`src/sv/fsfc_pkg.sv`:
```
// fsfc_pkg: shared types and constants for the filtered serial frame counter
// depends on nothing
`timescale 1ns / 1ps
`default_nettype none

package fsfc_pkg;

  localparam int unsigned CFG_ADDR_W = 2;
  localparam int unsigned CFG_DATA_W = 8;
  localparam int unsigned THR_W      = 4;
  localparam int unsigned CNT_W      = 8;

  typedef enum logic [CFG_ADDR_W-1:0] {
    CFG_BIT_THRESHOLD = 2'd0,
    CFG_DAY_END       = 2'd1,
    CFG_HOUR_END      = 2'd2,
    CFG_FRAME_END     = 2'd3
  } cfg_idx_t;

  localparam logic [THR_W-1:0] THR_RESET       = 4'd2;
  localparam logic [CNT_W-1:0] DAY_END_RESET   = 8'd18;
  localparam logic [CNT_W-1:0] HOUR_END_RESET  = 8'd48;
  localparam logic [CNT_W-1:0] FRAME_END_RESET = 8'd120;
  localparam logic [CNT_W-1:0] CNT_MAX         = 8'hFF;

  typedef struct packed {
    logic clr;
    logic shift;
  } win_ctl_t;

endpackage

`default_nettype wire

```
`src/sv/fsfc_win.sv`:
```
// fsfc_win: sliding sample window with a count of ones in the shifted window
// depends on fsfc_pkg
`timescale 1ns / 1ps
`default_nettype none

module fsfc_win
  import fsfc_pkg::*;
#(
  parameter int unsigned WIDTH = 10,
  parameter int unsigned CW    = 4
) (
  input  wire logic          clk,
  input  wire logic          rst_n,
  input  wire win_ctl_t      ctl,
  input  wire logic          bit_in,
  output logic      [CW-1:0] ones
);

  logic [WIDTH-1:0] win_r;
  logic [WIDTH-1:0] win_nxt;

  assign win_nxt = {win_r[WIDTH-2:0], bit_in};

  // ones in the window as it stands after this sample
  always_comb begin
    ones = '0;
    for (int i = 0; i < WIDTH; i++) begin
      ones = ones + CW'(win_nxt[i]);
    end
  end

  always_ff @(posedge clk) begin
    if (!rst_n) begin
      win_r <= '0;
    end else if (ctl.clr) begin
      win_r <= '0;
    end else if (ctl.shift) begin
      win_r <= win_nxt;
    end
  end

endmodule

`default_nettype wire

```
`src/sv/filtered_serial_frame_counter_top.sv`:
```
// filtered_serial_frame_counter_top: decodes one serial frame from oversampled pins
// depends on fsfc_pkg and fsfc_win
//
// usage
//   in_*  : one transaction per oversampled tick, in_tdata[0] clock pin,
//           in_tdata[1] data pin
//   out_* : one transaction per finished frame with edge total and the
//           day, hour and minute ones counts, 8 bits each
//   cfg_* : register writes; the user must make them only while no frame is in flight, the block does not enforce it
//   a high clock sample while idle starts a frame; the frame ends on the first
//   qualified rising edge whose count is at least frame_end, day_end and hour_end
//   a tick is registered in the input register on acceptance and is evaluated
//   once the result slot is free; the ending tick's result goes to the result register
//   throughput: 1 tick per cycle while the result slot is free, set by the
//   input register feeding the window count and counter update
//   reset: idle, windows and counters cleared, registers at defaults
//   stall: while out_tready is low with a result pending, one more tick is
//   held in the input register and then in_tready drops
`timescale 1ns / 1ps
`default_nettype none

module filtered_serial_frame_counter_top
  import fsfc_pkg::*;
#(
  parameter int unsigned WINDOW = 10
) (
  input  wire logic                  clk,
  input  wire logic                  rst_n,
  input  wire logic                  in_tvalid,
  output logic                       in_tready,
  input  wire logic [7:0]            in_tdata,   // clock_line, data_line
  output logic                       out_tvalid,
  input  wire logic                  out_tready,
  output logic [31:0]                out_tdata,  // edge_total, day_ones, hour_ones, minute_ones
  input  wire logic                  cfg_we,
  input  wire logic [CFG_ADDR_W-1:0] cfg_addr,
  input  wire logic [CFG_DATA_W-1:0] cfg_wdata
);

  localparam int unsigned CW   = $clog2(WINDOW + 1);
  localparam int unsigned CMPW = (CW > THR_W) ? CW : THR_W;

  logic [THR_W-1:0] thr_r;
  logic [CNT_W-1:0] day_end_r;
  logic [CNT_W-1:0] hour_end_r;
  logic [CNT_W-1:0] frame_end_r;

  logic             s1_valid_r;
  logic             s1_clk_r;
  logic             s1_dat_r;

  logic             active_r, active_nxt;
  logic             qual_r, qual_nxt;
  logic [CNT_W-1:0] edge_r, edge_nxt;
  logic [CNT_W-1:0] day_r, day_nxt;
  logic [CNT_W-1:0] hour_r, hour_nxt;
  logic [CNT_W-1:0] min_r, min_nxt;

  logic             out_valid_r;
  logic [31:0]      out_data_r;

  logic             go;
  logic             emit;
  win_ctl_t         wctl;
  logic [CW-1:0]    clk_ones;
  logic [CW-1:0]    dat_ones;
  logic             clk_hi;
  logic             dat_hi;
  logic [CNT_W-1:0] edge_inc;

  // config registers
  always_ff @(posedge clk) begin
    if (!rst_n) begin
      thr_r       <= THR_RESET;
      day_end_r   <= DAY_END_RESET;
      hour_end_r  <= HOUR_END_RESET;
      frame_end_r <= FRAME_END_RESET;
    end else if (cfg_we) begin
      unique case (cfg_idx_t'(cfg_addr))
        CFG_BIT_THRESHOLD: thr_r       <= cfg_wdata[THR_W-1:0];
        CFG_DAY_END:       day_end_r   <= cfg_wdata;
        CFG_HOUR_END:      hour_end_r  <= cfg_wdata;
        CFG_FRAME_END:     frame_end_r <= cfg_wdata;
        default:           ;
      endcase
    end
  end

  // evaluate the held tick when the result slot is free
  assign go        = s1_valid_r && (!out_valid_r || out_tready);
  assign in_tready = !s1_valid_r || go;

  always_ff @(posedge clk) begin
    if (!rst_n) begin
      s1_valid_r <= 1'b0;
    end else if (in_tready) begin
      s1_valid_r <= in_tvalid;
    end
  end

  always_ff @(posedge clk) begin
    if (in_tready && in_tvalid) begin
      s1_clk_r <= in_tdata[0];
      s1_dat_r <= in_tdata[1];
    end
  end

  assign wctl.clr   = go && !active_r && s1_clk_r;
  assign wctl.shift = go && active_r;

  fsfc_win #(.WIDTH(WINDOW), .CW(CW)) u_clk_win (
    .clk    (clk),
    .rst_n  (rst_n),
    .ctl    (wctl),
    .bit_in (s1_clk_r),
    .ones   (clk_ones)
  );

  fsfc_win #(.WIDTH(WINDOW), .CW(CW)) u_dat_win (
    .clk    (clk),
    .rst_n  (rst_n),
    .ctl    (wctl),
    .bit_in (s1_dat_r),
    .ones   (dat_ones)
  );

  assign clk_hi   = CMPW'(clk_ones) > CMPW'(thr_r);
  assign dat_hi   = CMPW'(dat_ones) > CMPW'(thr_r);
  assign edge_inc = (edge_r == CNT_MAX) ? CNT_MAX : edge_r + 1'b1;

  always_comb begin
    active_nxt = active_r;
    qual_nxt   = qual_r;
    edge_nxt   = edge_r;
    day_nxt    = day_r;
    hour_nxt   = hour_r;
    min_nxt    = min_r;
    emit       = 1'b0;
    if (go) begin
      if (!active_r) begin
        if (s1_clk_r) begin
          active_nxt = 1'b1;
          qual_nxt   = 1'b0;
          edge_nxt   = '0;
          day_nxt    = '0;
          hour_nxt   = '0;
          min_nxt    = '0;
        end
      end else if (!qual_r && clk_hi) begin
        qual_nxt = 1'b1;
        edge_nxt = edge_inc;
        if (edge_inc < day_end_r) begin
          if (dat_hi && day_r != CNT_MAX) day_nxt = day_r + 1'b1;
        end else if (edge_inc < hour_end_r) begin
          if (dat_hi && hour_r != CNT_MAX) hour_nxt = hour_r + 1'b1;
        end else if (edge_inc < frame_end_r) begin
          if (dat_hi && min_r != CNT_MAX) min_nxt = min_r + 1'b1;
        end else begin
          emit       = 1'b1;
          active_nxt = 1'b0;
        end
      end else if (qual_r && !clk_hi) begin
        qual_nxt = 1'b0;
      end
    end
  end

  always_ff @(posedge clk) begin
    if (!rst_n) begin
      active_r <= 1'b0;
      qual_r   <= 1'b0;
      edge_r   <= '0;
      day_r    <= '0;
      hour_r   <= '0;
      min_r    <= '0;
    end else begin
      active_r <= active_nxt;
      qual_r   <= qual_nxt;
      edge_r   <= edge_nxt;
      day_r    <= day_nxt;
      hour_r   <= hour_nxt;
      min_r    <= min_nxt;
    end
  end

  // result register
  always_ff @(posedge clk) begin
    if (!rst_n) begin
      out_valid_r <= 1'b0;
    end else if (emit) begin
      out_valid_r <= 1'b1;
    end else if (out_tready) begin
      out_valid_r <= 1'b0;
    end
  end

  always_ff @(posedge clk) begin
    if (emit) begin
      out_data_r <= {min_r, hour_r, day_r, edge_inc};
    end
  end

  assign out_tvalid = out_valid_r;
  assign out_tdata  = out_data_r;

endmodule

`default_nettype wire

```
`config.mk`:
```
export PLATFORM = sky130hd
export DESIGN_NAME = filtered_serial_frame_counter_top
export DESIGN_NICKNAME = d
export VERILOG_FILES = /design/src/sv/fsfc_pkg.sv /design/src/sv/fsfc_win.sv /design/src/sv/filtered_serial_frame_counter_top.sv
export SDC_FILE = /design/constraint.sdc
export NUM_CORES = 1
export LEC_CHECK = 0
export ABC_AREA = 1
export BUFFER_PORTS_ARGS = -buffer_cell sky130_fd_sc_hd__buf_4
export CAP_MARGIN = 20
export CORE_MARGIN = 3
export CORE_UTILIZATION = 59
export CTS_CLUSTER_SIZE = 24
export DETAILED_ROUTE_END_ITERATION = 8
export PLACE_DENSITY = 0.79
export SYNTH_ARGS = -nofsm -noshare
export SYNTH_HDL_FRONTEND = slang
export SYNTH_SLANG_ARGS = --single-unit
```
`constraint.sdc`:
```
create_clock -name clk -period 5.8 [get_ports clk]
set_input_delay 0.58 -clock clk [delete_from_list [all_inputs] [get_ports clk]]
set_output_delay 0.58 -clock clk [all_outputs]
set_load 0.02 [all_outputs]
```
==> results of run 1 <==
==> per-layer routing <==
metal  global-route usage (%)  wire length (um)
met2                    42.04              6678
met1                    29.00              5630
met3                    5.840               730
met4                    11.32               393
met5                        0                 0
==> worst reg2reg max path, cell delays in order, from the launching register on <==
cell	delay (ns)
edfxtp_1	0.45
fa_1	0.56
inv_1	0.05
fa_1	0.49
fa_1	0.43
fa_1	0.50
inv_1	0.04
ha_1	0.20
fa_1	0.38
xor2_1	0.18
ha_1	0.28
nand2_1	0.06
inv_2	0.05
o21ai_1	0.05
a32oi_1	0.25
nand2_1	0.15
a21oi_4	0.52
inv_1	0.33
a21oi_1	0.20
a211oi_1	0.06
==> metrics by stage <==
stage                     std cells  utilization, %  total power, W  area, um^2  hold WS [ns]
after global placement          843           65.60        0.001004        6441        0.4450
after detailed placement        844           65.71        0.001012        6452        0.4532
final                           877           73.22        0.002271        7189        0.2306
after floorplan                 677               -       0.0009736        5974        0.4353
after global routing            877           73.22        0.002332        7189        0.2231
after CTS                       876           72.94        0.002271        7162        0.2196
==> cell families after synthesis <==
kind of cell             share of synthesized area, %
flip-flops                                      44.57
adder cells (fa/ha/maj)                         13.03
AND/OR/NAND/NOR                                 19.58
buffers and inverters                           7.330
XOR/XNOR                                        2.492
AO/OA/AOI/OAI                                   13.01
==> cells in the mapped netlist, types with 8 or more instances <==
| master | count | area [um^2] |
|---|---|---|
| nor3_1 | 8 | 40.04 |
| dfxtp_1 | 82 | 1642 |
| clkbuf_1 | 13 | 48.80 |
| fa_1 | 12 | 240.2 |
| inv_1 | 75 | 281.5 |
| nand2_2 | 14 | 87.58 |
| xor2_1 | 14 | 122.6 |
| edfxtp_1 | 34 | 1021 |
| inv_2 | 9 | 33.78 |
| ha_1 | 43 | 538.0 |
| nand4_1 | 14 | 87.58 |
| nand2_1 | 123 | 461.7 |
| nand3_1 | 28 | 140.1 |
| nor2_1 | 41 | 153.9 |
| nand3_2 | 8 | 80.08 |
| o21ai_0 | 30 | 150.1 |
| a21oi_1 | 75 | 375.4 |
==> power by group through the flow <==
stage | Combinational (W) | Sequential [W] | Clock, W
finish | 0.000145 | 0.000857 | 0.00127
global route | 0.000162 | 0.000858 | 0.00131
CTS | 0.000138 | 0.000859 | 0.00127
detailed placement | 0.000136 | 0.000876 | 0
global placement | 0.000129 | 0.000875 | 0
floorplan | 0.000104 | 0.000870 | 0
==> layout make-up <==
type                    instances  area, um^2  area share [%]
inverters                      84       315.3           4.386
clock buffers                  19       431.7           6.004
flip-flops and latches        116        2663           37.03
multi-input cells             456        2879           40.05
well taps                     133       166.4           2.315
clock inverters                13       277.8           3.864
repair buffers                 56       456.7           6.352
==> worst paths after layout <==
kind / startpoint / end / slack [ns] / cells after the start
setup / recovery: s1_clk_r$_DFFE_PP_ / edge_r[4]$_SDFFE_PN0P_ / 0.40 / 19
hold / removal: in_tdata[1] / s1_dat_r$_DFFE_PP_ / 0.23 / 1
setup reg to reg: s1_clk_r$_DFFE_PP_ / edge_r[4]$_SDFFE_PN0P_ / 0.40 / 19
hold reg to reg: frame_end_r[1]$_SDFFE_PN0P_ / frame_end_r[1]$_SDFFE_PN0P_ / 0.46 / 2
==> sequential cells by signal, summed over array words and instances (netlist names) <==
name and count:
frame_end_r 8, qual_r 1, s1_dat_r 1, s1_valid_r 1, day_end_r 8, hour_r 8
day_r 8, u_dat_win.win_r 9, u_clk_win.win_r 9, thr_r 4, hour_end_r 8, active_r 1
out_tdata 32, min_r 8, edge_r 8, out_tvalid 1, s1_clk_r 1
==> metrics.yaml, run 1 <==
outcome:
  status: "complete, no violations"
pwr:
  p_seq_share_pct: 37.7
  peakVddDrop_uv: 165.3
  clockPowerShare_pct: 55.9
  p_int_w: 0.001779
  p_comb_share_pct: 6.4
  p_sw_share_pct: 21.67
  p_leak_nw: 3.055
  power_density_mw_per_mm2: 315.8
  netSwitchingPower_w: 0.0004920
final_layout:
  drive_above_1_share_pct: 18.82
  areaGrowthSynthToFinish_pct: 20.34
  num-fill-cells: 717
  diodes: 0
  layout_common_cells: "123 x nand2_1, 82 x dfxtp_1, 75 x a21oi_1, 75 x inv_1, 53 x buf_4"
  final_common_cell: "nand2_1"
  fin_nets: 809
global_routing:
  grt_max_degree: 38
  grt_pass1_vias: 4683
  antenna_found_initial: 0
  grt_pass1_wl_um: 21870
  grt_overflow: 0
  grtUsageTotal_pct: 24.49
sta:
  tightest_slew_ns: 0.8493
  final.setup.worst_slack_ns: 0.4033
  fin_setup_tns_ns: 0
  clock.fmax_ghz: 0.1853
  skew_ns: 0.008759
  final_hold_viol_count: 0
  finalCritPeriodShare_pct: 93.05
  relSlewSlack_pct: 42.78
  period_minus_slack_ns: 5.397
  setup_viol: 0
  maxSlewViolCount: 0
  grt_setup_unrepaired: "no"
setup_path:
  critPathLaunchType: "flop"
  critPathKind: "reg -> reg"
  critPathCaptureType: "flop"
  arrival_ns: 5.77
  critPathBufInv: 4
  slowest_stage: "fa_1"
  worstPathMaxFanout: 19
  critical_path.most_common_cell: "fa_1"
  cp.required_ns: 6.17
  max_stage_delay_ns: 0.56
  worstPathCellList: "fa_1 > inv_1 > fa_1 > fa_1 > fa_1 > inv_1 > ha_1 > fa_1 > xor2_1 > ha_1 > nand2_1 > inv_2 > o21ai_1 > a32oi_1 > nand2_1 > a21oi_4 > inv_1 > a21oi_1 > a211oi_1"
  cp_top_family: "adder cells"
synth:
  async_flop_share_pct: 0
  synth.avg_cell_area_um2: 8.825
  synth.distinct_cells: 38
  synth_nets: 755
  synth_ff_type: "dfxtp_1"
  yosys_warnings: 0
  yosys_register_bits: 116
  postSynthCellCount: 677
  yosysSeqAreaShare_pct: 44.57
  synth_edf_count: 34
  netlist_area_mm2: 0.005974
die:
  start_util_pct: 60.84
  core_mm2: 0.009819
  fp.dieW_um: 106.6
  fp-row-count: 36
  io_pins: 57
  die_h_um: 106.6
  dieArea_mm2: 0.01137
route:
  drc_errors: 0
  wirelength_um: 13430
  drt_iter0_drc: 273
  wl_per_cell_um: 15.32
  vias: 4898
  ant_nets: 0
  avgViaCountPerCell: 5.585
  dr.pass1.iters: 6
placement:
  pre_cts_ws_ns: 0.4380
  routabilityCongestion: 0.8331
  dp_hpwl_um: 8706
  io_buffers: 50
clock_network:
  cts.repair.resized: 0
  clk_pin_slew_ns: 0.06
  cts_setup_buffers: 0
  postCtsHoldBufs: 0
  cts_tree: "done"
  root_buffer: "clkbuf_8"
  cts_max_level: 4
  cts_max_path_buffers: 2
  clock_sinks: 116
  numCtsBuffers: 17
  clock_latency_ns: 0.53
worst_hold_path:
  hold_class: "in -> reg"
job:
  maxCapViolCount: 0
Note: power is estimated with default switching activity, not from simulation.
==> run 2: changes to the inputs <==
--- a/config.mk
+++ b/config.mk
@@ -12,7 +12,8 @@
 export CORE_UTILIZATION = 59
 export CTS_CLUSTER_SIZE = 24
 export DETAILED_ROUTE_END_ITERATION = 8
-export PLACE_DENSITY = 0.79
+export PLACE_DENSITY = 0.88
 export SYNTH_ARGS = -nofsm -noshare
 export SYNTH_HDL_FRONTEND = slang
+export SYNTH_HIERARCHICAL = 1
 export SYNTH_SLANG_ARGS = --single-unit
==> run 2 against run 1 <==
Against the previous run:
- wire length decreased by 1.4%
- non-clock buffer count decreased by 3
- clock skew about the same
- combinational power decreased by 17%
- sequential share of layout area increased by 2.0 points
- global-route usage increased by 1.3 points
- utilization decreased by 0.43 points
- die area decreased by 2.9%
- worst setup slack improved by 0.17 ns
- largest cell class unchanged
- highest routed layer unchanged
==> metrics.yaml, run 2 <==
final_layout:
  fin_nets: 810  # +0.12%
  post-route-util_pct: 72.79  # -0.43 points
  diodes: 0  # unchanged
  layout_common_cells: "129 x nand2_1, 87 x inv_1, 83 x a21oi_1"
  drive_above_1_share_pct: 14.13  # -4.7 points
  largest_reg_flops: 32  # unchanged
  areaGrowthSynthToFinish_pct: 17.80
  final_common_cell: "nand2_1"
setup_path:
  arrival_ns: 5.59  # -0.18 ns
  critPathKind: "reg -> reg"
  reg2regPathDepth: 21  # +2
  ff2ff_setup_slack_ns: 0.57  # +0.17 ns
  reg2reg_to: "hour_r[2]$_SDFFE_PN0P_"
  cp.required_ns: 6.17  # about the same
  worstPathMaxFanout: 35  # +16
  slowest_stage: "inv_2"
  r2r_start: "s1_clk_r$_DFFE_PP_"
  critical_path.most_common_cell: "inv_1"
  critPathLaunchType: "flop"
  critPathCaptureType: "flop"
  worstPathCellList: "inv_1 > fa_1 > inv_1 > fa_1 > inv_1 > fa_1 > inv_1 > ha_1 > inv_1 > fa_1 > inv_1 > ha_1 > a21oi_1 > o21ai_0 > nand2_1 > o21ai_0 > nand2_1 > inv_2 > nand2_2 > nand2_1 > a21oi_1"
  max_stage_delay_ns: 0.63  # +0.07 ns
global_routing:
  grtUsageTotal_pct: 25.83  # +1.3 points
  grt_pass1_wl_um: 22980  # +5.1%
  grt_pass1_vias: 5015  # +7.1%
  antenna_found_initial: 0  # unchanged
  grt_overflow: 0  # unchanged
  grt_max_degree: 38  # unchanged
clock_network:
  cts_setup_buffers: 0  # unchanged
  clock_sinks: 116  # unchanged
  cts.repair.resized: 0  # unchanged
  cts_max_level: 4  # unchanged
  root_buffer: "clkbuf_8"
  clk_pin_slew_ns: 0.05  # about the same
  cts_tree: "done"
  cts_max_path_buffers: 2  # unchanged
  numCtsBuffers: 17  # unchanged
  clock_latency_ns: 0.53  # about the same
  postCtsHoldBufs: 0  # unchanged
synth:
  synth_area_leaders: "dfxtp_1 28%, edfxtp_1 18%, nand2_1 8.4%, ha_1 8.0%, a21oi_1 7.2%"
  netlist_area_mm2: 0.005791  # -3.1%
  yosysMostFrequentCell: "nand2_1"
  async_flop_share_pct: 0  # unchanged
  yosys_register_bits: 116  # unchanged
  synth_top_area_share_pct: 28.35  # +0.87 points
  synth.distinct_cells: 33  # -13%
  yosys_warnings: 6  # +6
  postSynthCellCount: 684  # +1.0%
  synth_edf_count: 34  # unchanged
  synth.avg_cell_area_um2: 8.466  # -4.1%
  synthTopCellsByCount: "129 x nand2_1, 87 x inv_1, 83 x a21oi_1"
  synth_nets: 756  # +0.13%
  synth_top_cell_by_area: "dfxtp_1"
  synth_ff_type: "dfxtp_1"
  yosysSeqAreaShare_pct: 45.98  # +1.4 points
sta:
  grt_setup_unrepaired: "no"
  fin_setup_tns_ns: 0  # unchanged
  skew_ns: 0.008592  # -0.0001669 ns
  maxSlewViolCount: 0  # unchanged
  finalCritPeriodShare_pct: 90.12  # -2.9 points
  period_minus_slack_ns: 5.227  # -0.1699 ns
  tightest_slew_ns: 1.054  # +0.2044 ns
  setup_viol: 0  # unchanged
  clock.fmax_ghz: 0.1913  # +3.3%
  relSlewSlack_pct: 29.66  # -13 points
  final_hold_viol_count: 0  # unchanged
route:
  dr.pass1.iters: 5  # -1
  vias: 4869  # -0.59%
  drc_errors: 0  # unchanged
  avgViaCountPerCell: 5.539  # -0.82%
  drt_iter0_drc: 311  # +14%
  wl_per_cell_um: 15.07  # -1.6%
  wirelength_um: 13240  # -1.4%
  ant_nets: 0  # unchanged
placement:
  routabilityCongestion: 0.8690  # +4.3%
  io_buffers: 50  # unchanged
  dp_hpwl_um: 8872  # +1.9%
worst_hold_path:
  hold_path_end: "s1_clk_r$_DFFE_PP_"
  hold-path-cell-count: 1  # unchanged
  hold_class: "in -> reg"
  holdCritStartpoint: "in_tdata[0]"
die:
  io_pins: 57  # unchanged
  die_h_um: 105.1  # -1.5%
  fp.dieW_um: 105.1  # -1.5%
  dieArea_mm2: 0.01104  # -2.9%
  fp-row-count: 35  # -2.8%
  start_util_pct: 61.79  # +0.95 points
  core_mm2: 0.009371  # -4.6%
pwr:
  peakVddDrop_uv: 230.7  # +40%
  power_density_mw_per_mm2: 286.9  # -9.2%
  p_leak_nw: 2.854  # -6.6%
job:
  maxCapViolCount: 0  # unchanged
outcome:
  status: "complete, no violations"
run 2: changes by cell type after synthesis, moves of 7 or more:
cell and change:
inv_1 +12, a21oi_1 +8, nand3_1 +13, nand3_2 -7
nor2_1 +8
run 2: stage by stage:
step	power, W	hold slack [ns]	cells	worst slack, ns	cell area (um^2)
after floorplan	0.0009533	0.4305	684	0.4798	5791
after global placement	0.0009825	0.4438	848	0.8503	6257
after detailed placement	0.0009899	0.4595	848	0.7595	6257
after CTS	0.001961	0.2195	879	0.6009	6822
after global routing	0.002018	0.2147	879	0.2111	6822
final	0.001957	0.2369	879	0.5732	6822
run 2: kinds of logic (layout without fill, tap and decap cells):
| family | Yosys count | after routing | share of synthesized area [%] |
|---|---|---|---|
| buffers and inverters | 111 | 177 | 7.671 |
| AND/OR/NAND/NOR | 257 | 257 | 19.34 |
| AO/OA/AOI/OAI | 134 | 134 | 12.29 |
| flip-flops | 116 | 116 | 45.98 |
| XOR/XNOR | 17 | 17 | 2.571 |
| adder cells (fa/ha/maj) | 49 | 49 | 12.14 |
run 2: worst max-delay path by stage:
| stage | end | slack (ns) | start | depth (start not counted) |
|---|---|---|---|---|
| after detailed placement | hour_r[1]$_SDFFE_PN0P_ | 0.76 | s1_clk_r$_DFFE_PP_ | 21 |
| after global routing | hour_r[2]$_SDFFE_PN0P_ | 0.21 | s1_clk_r$_DFFE_PP_ | 21 |
| after floorplan | out_tdata[0]$_DFFE_PP_ | 0.48 | s1_clk_r$_DFFE_PP_ | 18 |
| final | hour_r[2]$_SDFFE_PN0P_ | 0.57 | s1_clk_r$_DFFE_PP_ | 21 |
| after CTS | hour_r[2]$_SDFFE_PN0P_ | 0.60 | s1_clk_r$_DFFE_PP_ | 21 |
| after global placement | min_r[4]$_SDFFE_PN0P_ | 0.85 | s1_clk_r$_DFFE_PP_ | 21 |
run 2: final cells by class:
| class | count | area [um^2] |
|---|---|---|
| well taps | 129 | 161.4 |
| clock inverters | 7 | 40.04 |
| flip-flops and latches | 116 | 2663 |
| inverters | 93 | 349.1 |
| multi-input cells | 457 | 2686 |
| fillers | 640 | 2550 |
| repair buffers | 53 | 397.9 |
| clock buffers | 24 | 524.3 |
run 2: where the power goes:
part | internal (W) | switching, W
Sequential | 0.000846 | 0.0000114
Clock | 0.000619 | 0.000360
Combinational | 0.0000386 | 0.0000821
run 2: critical path, delay by kind of cell (launching register included):
kind	cells	cell delay, ns
buffers and inverters	7	0.98
DFF	1	0.38
AOI/OAI and AO/OA	4	0.50
and+or+nand+nor	4	0.76
adders and majority gates	6	2.44
run 2: metal layers:
layer / vias to the layer above / share of wire, % / GRT usage (%)
li1: 2371 / - / -
met1: 2283 / 40 / 30.50
met2: 178 / 50 / 44.09
met3: 37 / 7.1 / 6.547
met4: 0 / 2.3 / 11.90
met5: - / 0 / 0
==> run 3: changes to the inputs <==
--- a/config.mk
+++ b/config.mk
@@ -6,7 +6,7 @@
 export NUM_CORES = 1
 export LEC_CHECK = 0
 export ABC_AREA = 1
-export BUFFER_PORTS_ARGS = -buffer_cell sky130_fd_sc_hd__buf_4
+export BUFFER_PORTS_ARGS = -buffer_cell sky130_fd_sc_hd__buf_2
 export CAP_MARGIN = 20
 export CORE_MARGIN = 3
 export CORE_UTILIZATION = 59
==> run 3 against run 2 <==
Against the previous run:
- utilization down 1.5 points
- register-to-register slack worse by 0.10 ns
- hold slack better by 0.0044 ns
- sequential share of layout area up 0.80 points
- worst setup slack worse by 0.10 ns
- flip-flop and latch count unchanged
- non-clock buffer count unchanged
- total power down 1.4%
- via count up 2.0%
- largest cell class unchanged
- global-route usage up 0.12 points
- design area down 2.0%
- largest power group unchanged
- maximum frequency down 1.9%
==> metrics.yaml, run 3 (synthesized netlist as in run 2, its figures left out) <==
outcome:
  status: "complete, no violations"
clock_network:
  root_buffer: "clkbuf_8"
  cts_max_level: 4  # unchanged
  cts_max_path_buffers: 2  # unchanged
  clock_sinks: 116  # unchanged
  cts_tree: "done"
  numCtsBuffers: 17  # unchanged
  cts.repair.resized: 0  # unchanged
  clock_latency_ns: 0.53  # about the same
  clk_pin_slew_ns: 0.05  # about the same
  cts_setup_buffers: 0  # unchanged
  postCtsHoldBufs: 0  # unchanged
global_routing:
  antenna_found_initial: 1  # +1
  grt_pass1_vias: 4960  # -1.1%
  grt_max_degree: 38  # unchanged
  grt_overflow: 0  # unchanged
  grt_pass1_wl_um: 22950  # -0.15%
  grtUsageTotal_pct: 25.95  # +0.12 points
pwr:
  p_leak_nw: 2.823  # -1.1%
  p_seq_share_pct: 44.5  # +0.7 points
  netSwitchingPower_w: 0.0004364  # -3.7%
  p_comb_share_pct: 6.2  # about the same
  p_int_w: 0.001493  # -0.74%
  p_sw_share_pct: 22.63  # -0.54 points
  clockPowerShare_pct: 49.3  # -0.7 points
  power_density_mw_per_mm2: 288.6  # +0.60%
  peakVddDrop_uv: 215.0  # -6.8%
setup_path:
  worstPathMaxFanout: 35  # unchanged
  cp.required_ns: 6.17  # about the same
  critical_path.most_common_cell: "inv_1"
  slowest_stage: "inv_2"
  cp_top_family: "adder cells"
  arrival_ns: 5.69  # +0.10 ns
  critPathLaunchType: "flop"
  critPathCaptureType: "flop"
  worstPathCellList: "inv_1 > fa_1 > inv_1 > fa_1 > inv_1 > fa_1 > inv_1 > ha_1 > inv_1 > fa_1 > inv_1 > ha_1 > a21oi_1 > o21ai_0 > nand2_1 > o21ai_0 > nand2_1 > inv_2 > nand2_2 > nand2_1 > a21oi_1"
  critPathBufInv: 7  # unchanged
  critPathKind: "reg -> reg"
  max_stage_delay_ns: 0.63  # about the same
die:
  core_mm2: 0.009371  # unchanged
  fp.dieW_um: 105.1  # unchanged
  start_util_pct: 61.79  # unchanged
  fp-row-count: 35  # unchanged
  dieArea_mm2: 0.01104  # unchanged
  die_h_um: 105.1  # unchanged
  io_pins: 57  # unchanged
final_layout:
  final_cells: 879  # unchanged
  multi_input_area_mm2: 0.002686  # unchanged
  drive_above_1_share_pct: 14.02  # -0.11 points
  num-fill-cells: 707  # +10%
  areaGrowthSynthToFinish_pct: 15.43
  layout_common_cells: "129 x nand2_1, 87 x inv_1, 83 x a21oi_1"
  regArea_mm2: 0.002663  # unchanged
  final_common_cell: "nand2_1"
  largest_reg_flops: 32  # unchanged
  fin_nets: 810  # unchanged
sta:
  finalCritPeriodShare_pct: 91.84  # +1.7 points
  period_minus_slack_ns: 5.327  # +0.09983 ns
  setup_viol: 0  # unchanged
  skew_ns: 0.009902  # +0.001310 ns
  tightest_slew_ns: 0.9959  # -0.05774 ns
  grt_setup_unrepaired: "no"
  fin_setup_tns_ns: 0  # unchanged
  clock.fmax_ghz: 0.1877  # -1.9%
  maxSlewViolCount: 0  # unchanged
  final_hold_viol_count: 0  # unchanged
  relSlewSlack_pct: 33.51  # +3.9 points
placement:
  dpl.cell_count: 848  # unchanged
  dp_hpwl_um: 9012  # +1.6%
  routabilityCongestion: 0.8423  # -3.1%
  io_buffers: 50  # unchanged
route:
  wl_met2_um: 6793  # +2.0%
  wirelength_um: 13540  # +2.2%
  drt_iter0_drc: 312  # +0.32%
  dr.pass1.iters: 7  # +2
  vias: 4968  # +2.0%
  drt-met1-wl_um: 5456  # +2.3%
  avgViaCountPerCell: 5.652  # +2.0%
  wl_met3_um: 889  # -5.6%
  drc_errors: 0  # unchanged
  ant_nets: 0  # unchanged
  top_layer: "met4"
  wl_per_cell_um: 15.40  # +2.2%
worst_hold_path:
  hold_class: "in -> reg"
job:
  maxCapViolCount: 0  # unchanged
==> run 3: power by group through the flow <==
stage | combinational (W) | sequential [W] | clock (W)
2_1_floorplan | 0.0000847 | 0.000869 | 0
3_3_place_gp | 0.000106 | 0.000873 | 0
3_5_place_dp | 0.000113 | 0.000874 | 0
4_1_cts | 0.000117 | 0.000858 | 0.000952
5_1_grt | 0.000134 | 0.000859 | 0.000990
6_report | 0.000119 | 0.000858 | 0.000952
==> run 3: metal layers <==
metal	vias to the layer above	global-route usage [%]
met5	-	0
met4	0	13.03
met3	45	6.794
met2	198	43.81
met1	2352	30.44
li1	2373	-
==> run 3: cell type report <==
| cell class | instances | share of cell area [%] |
|---|---|---|
| multi-input combinational | 457 | 40.19 |
| sequential | 116 | 39.84 |
| clock buffer | 26 | 7.918 |
| inverter | 93 | 5.223 |
| timing repair buffer | 53 | 4.081 |
| tap | 129 | 2.415 |
| clock inverter | 4 | 0.2995 |
| antenna | 1 | 0.03744 |
==> run 3: stage by stage <==
step	power, W	setup WS, ns	instance area [um^2]	hold WS, ns	util [%]
after floorplan	0.0009533	0.4798	5791	0.4305	-
after global placement	0.0009794	0.8656	6132	0.4464	65.43
after detailed placement	0.0009872	0.6060	6132	0.4557	65.43
after CTS	0.001927	0.5298	6681	0.2282	71.30
after global routing	0.001983	0.1569	6684	0.2227	71.32
final	0.001929	0.4734	6684	0.2413	71.32
==> run 3: worst paths after layout <==
kind,startpoint,end,slack [ns],cells after the start
worst max-delay path,s1_clk_r$_DFFE_PP_,hour_r[6]$_SDFFE_PN0P_,0.47,21
worst min register to register,day_end_r[5]$_SDFFE_PN0P_,day_end_r[5]$_SDFFE_PN0P_,0.46,2
worst max register to register,s1_clk_r$_DFFE_PP_,hour_r[6]$_SDFFE_PN0P_,0.47,21
worst min-delay path,in_tdata[1],s1_dat_r$_DFFE_PP_,0.24,1
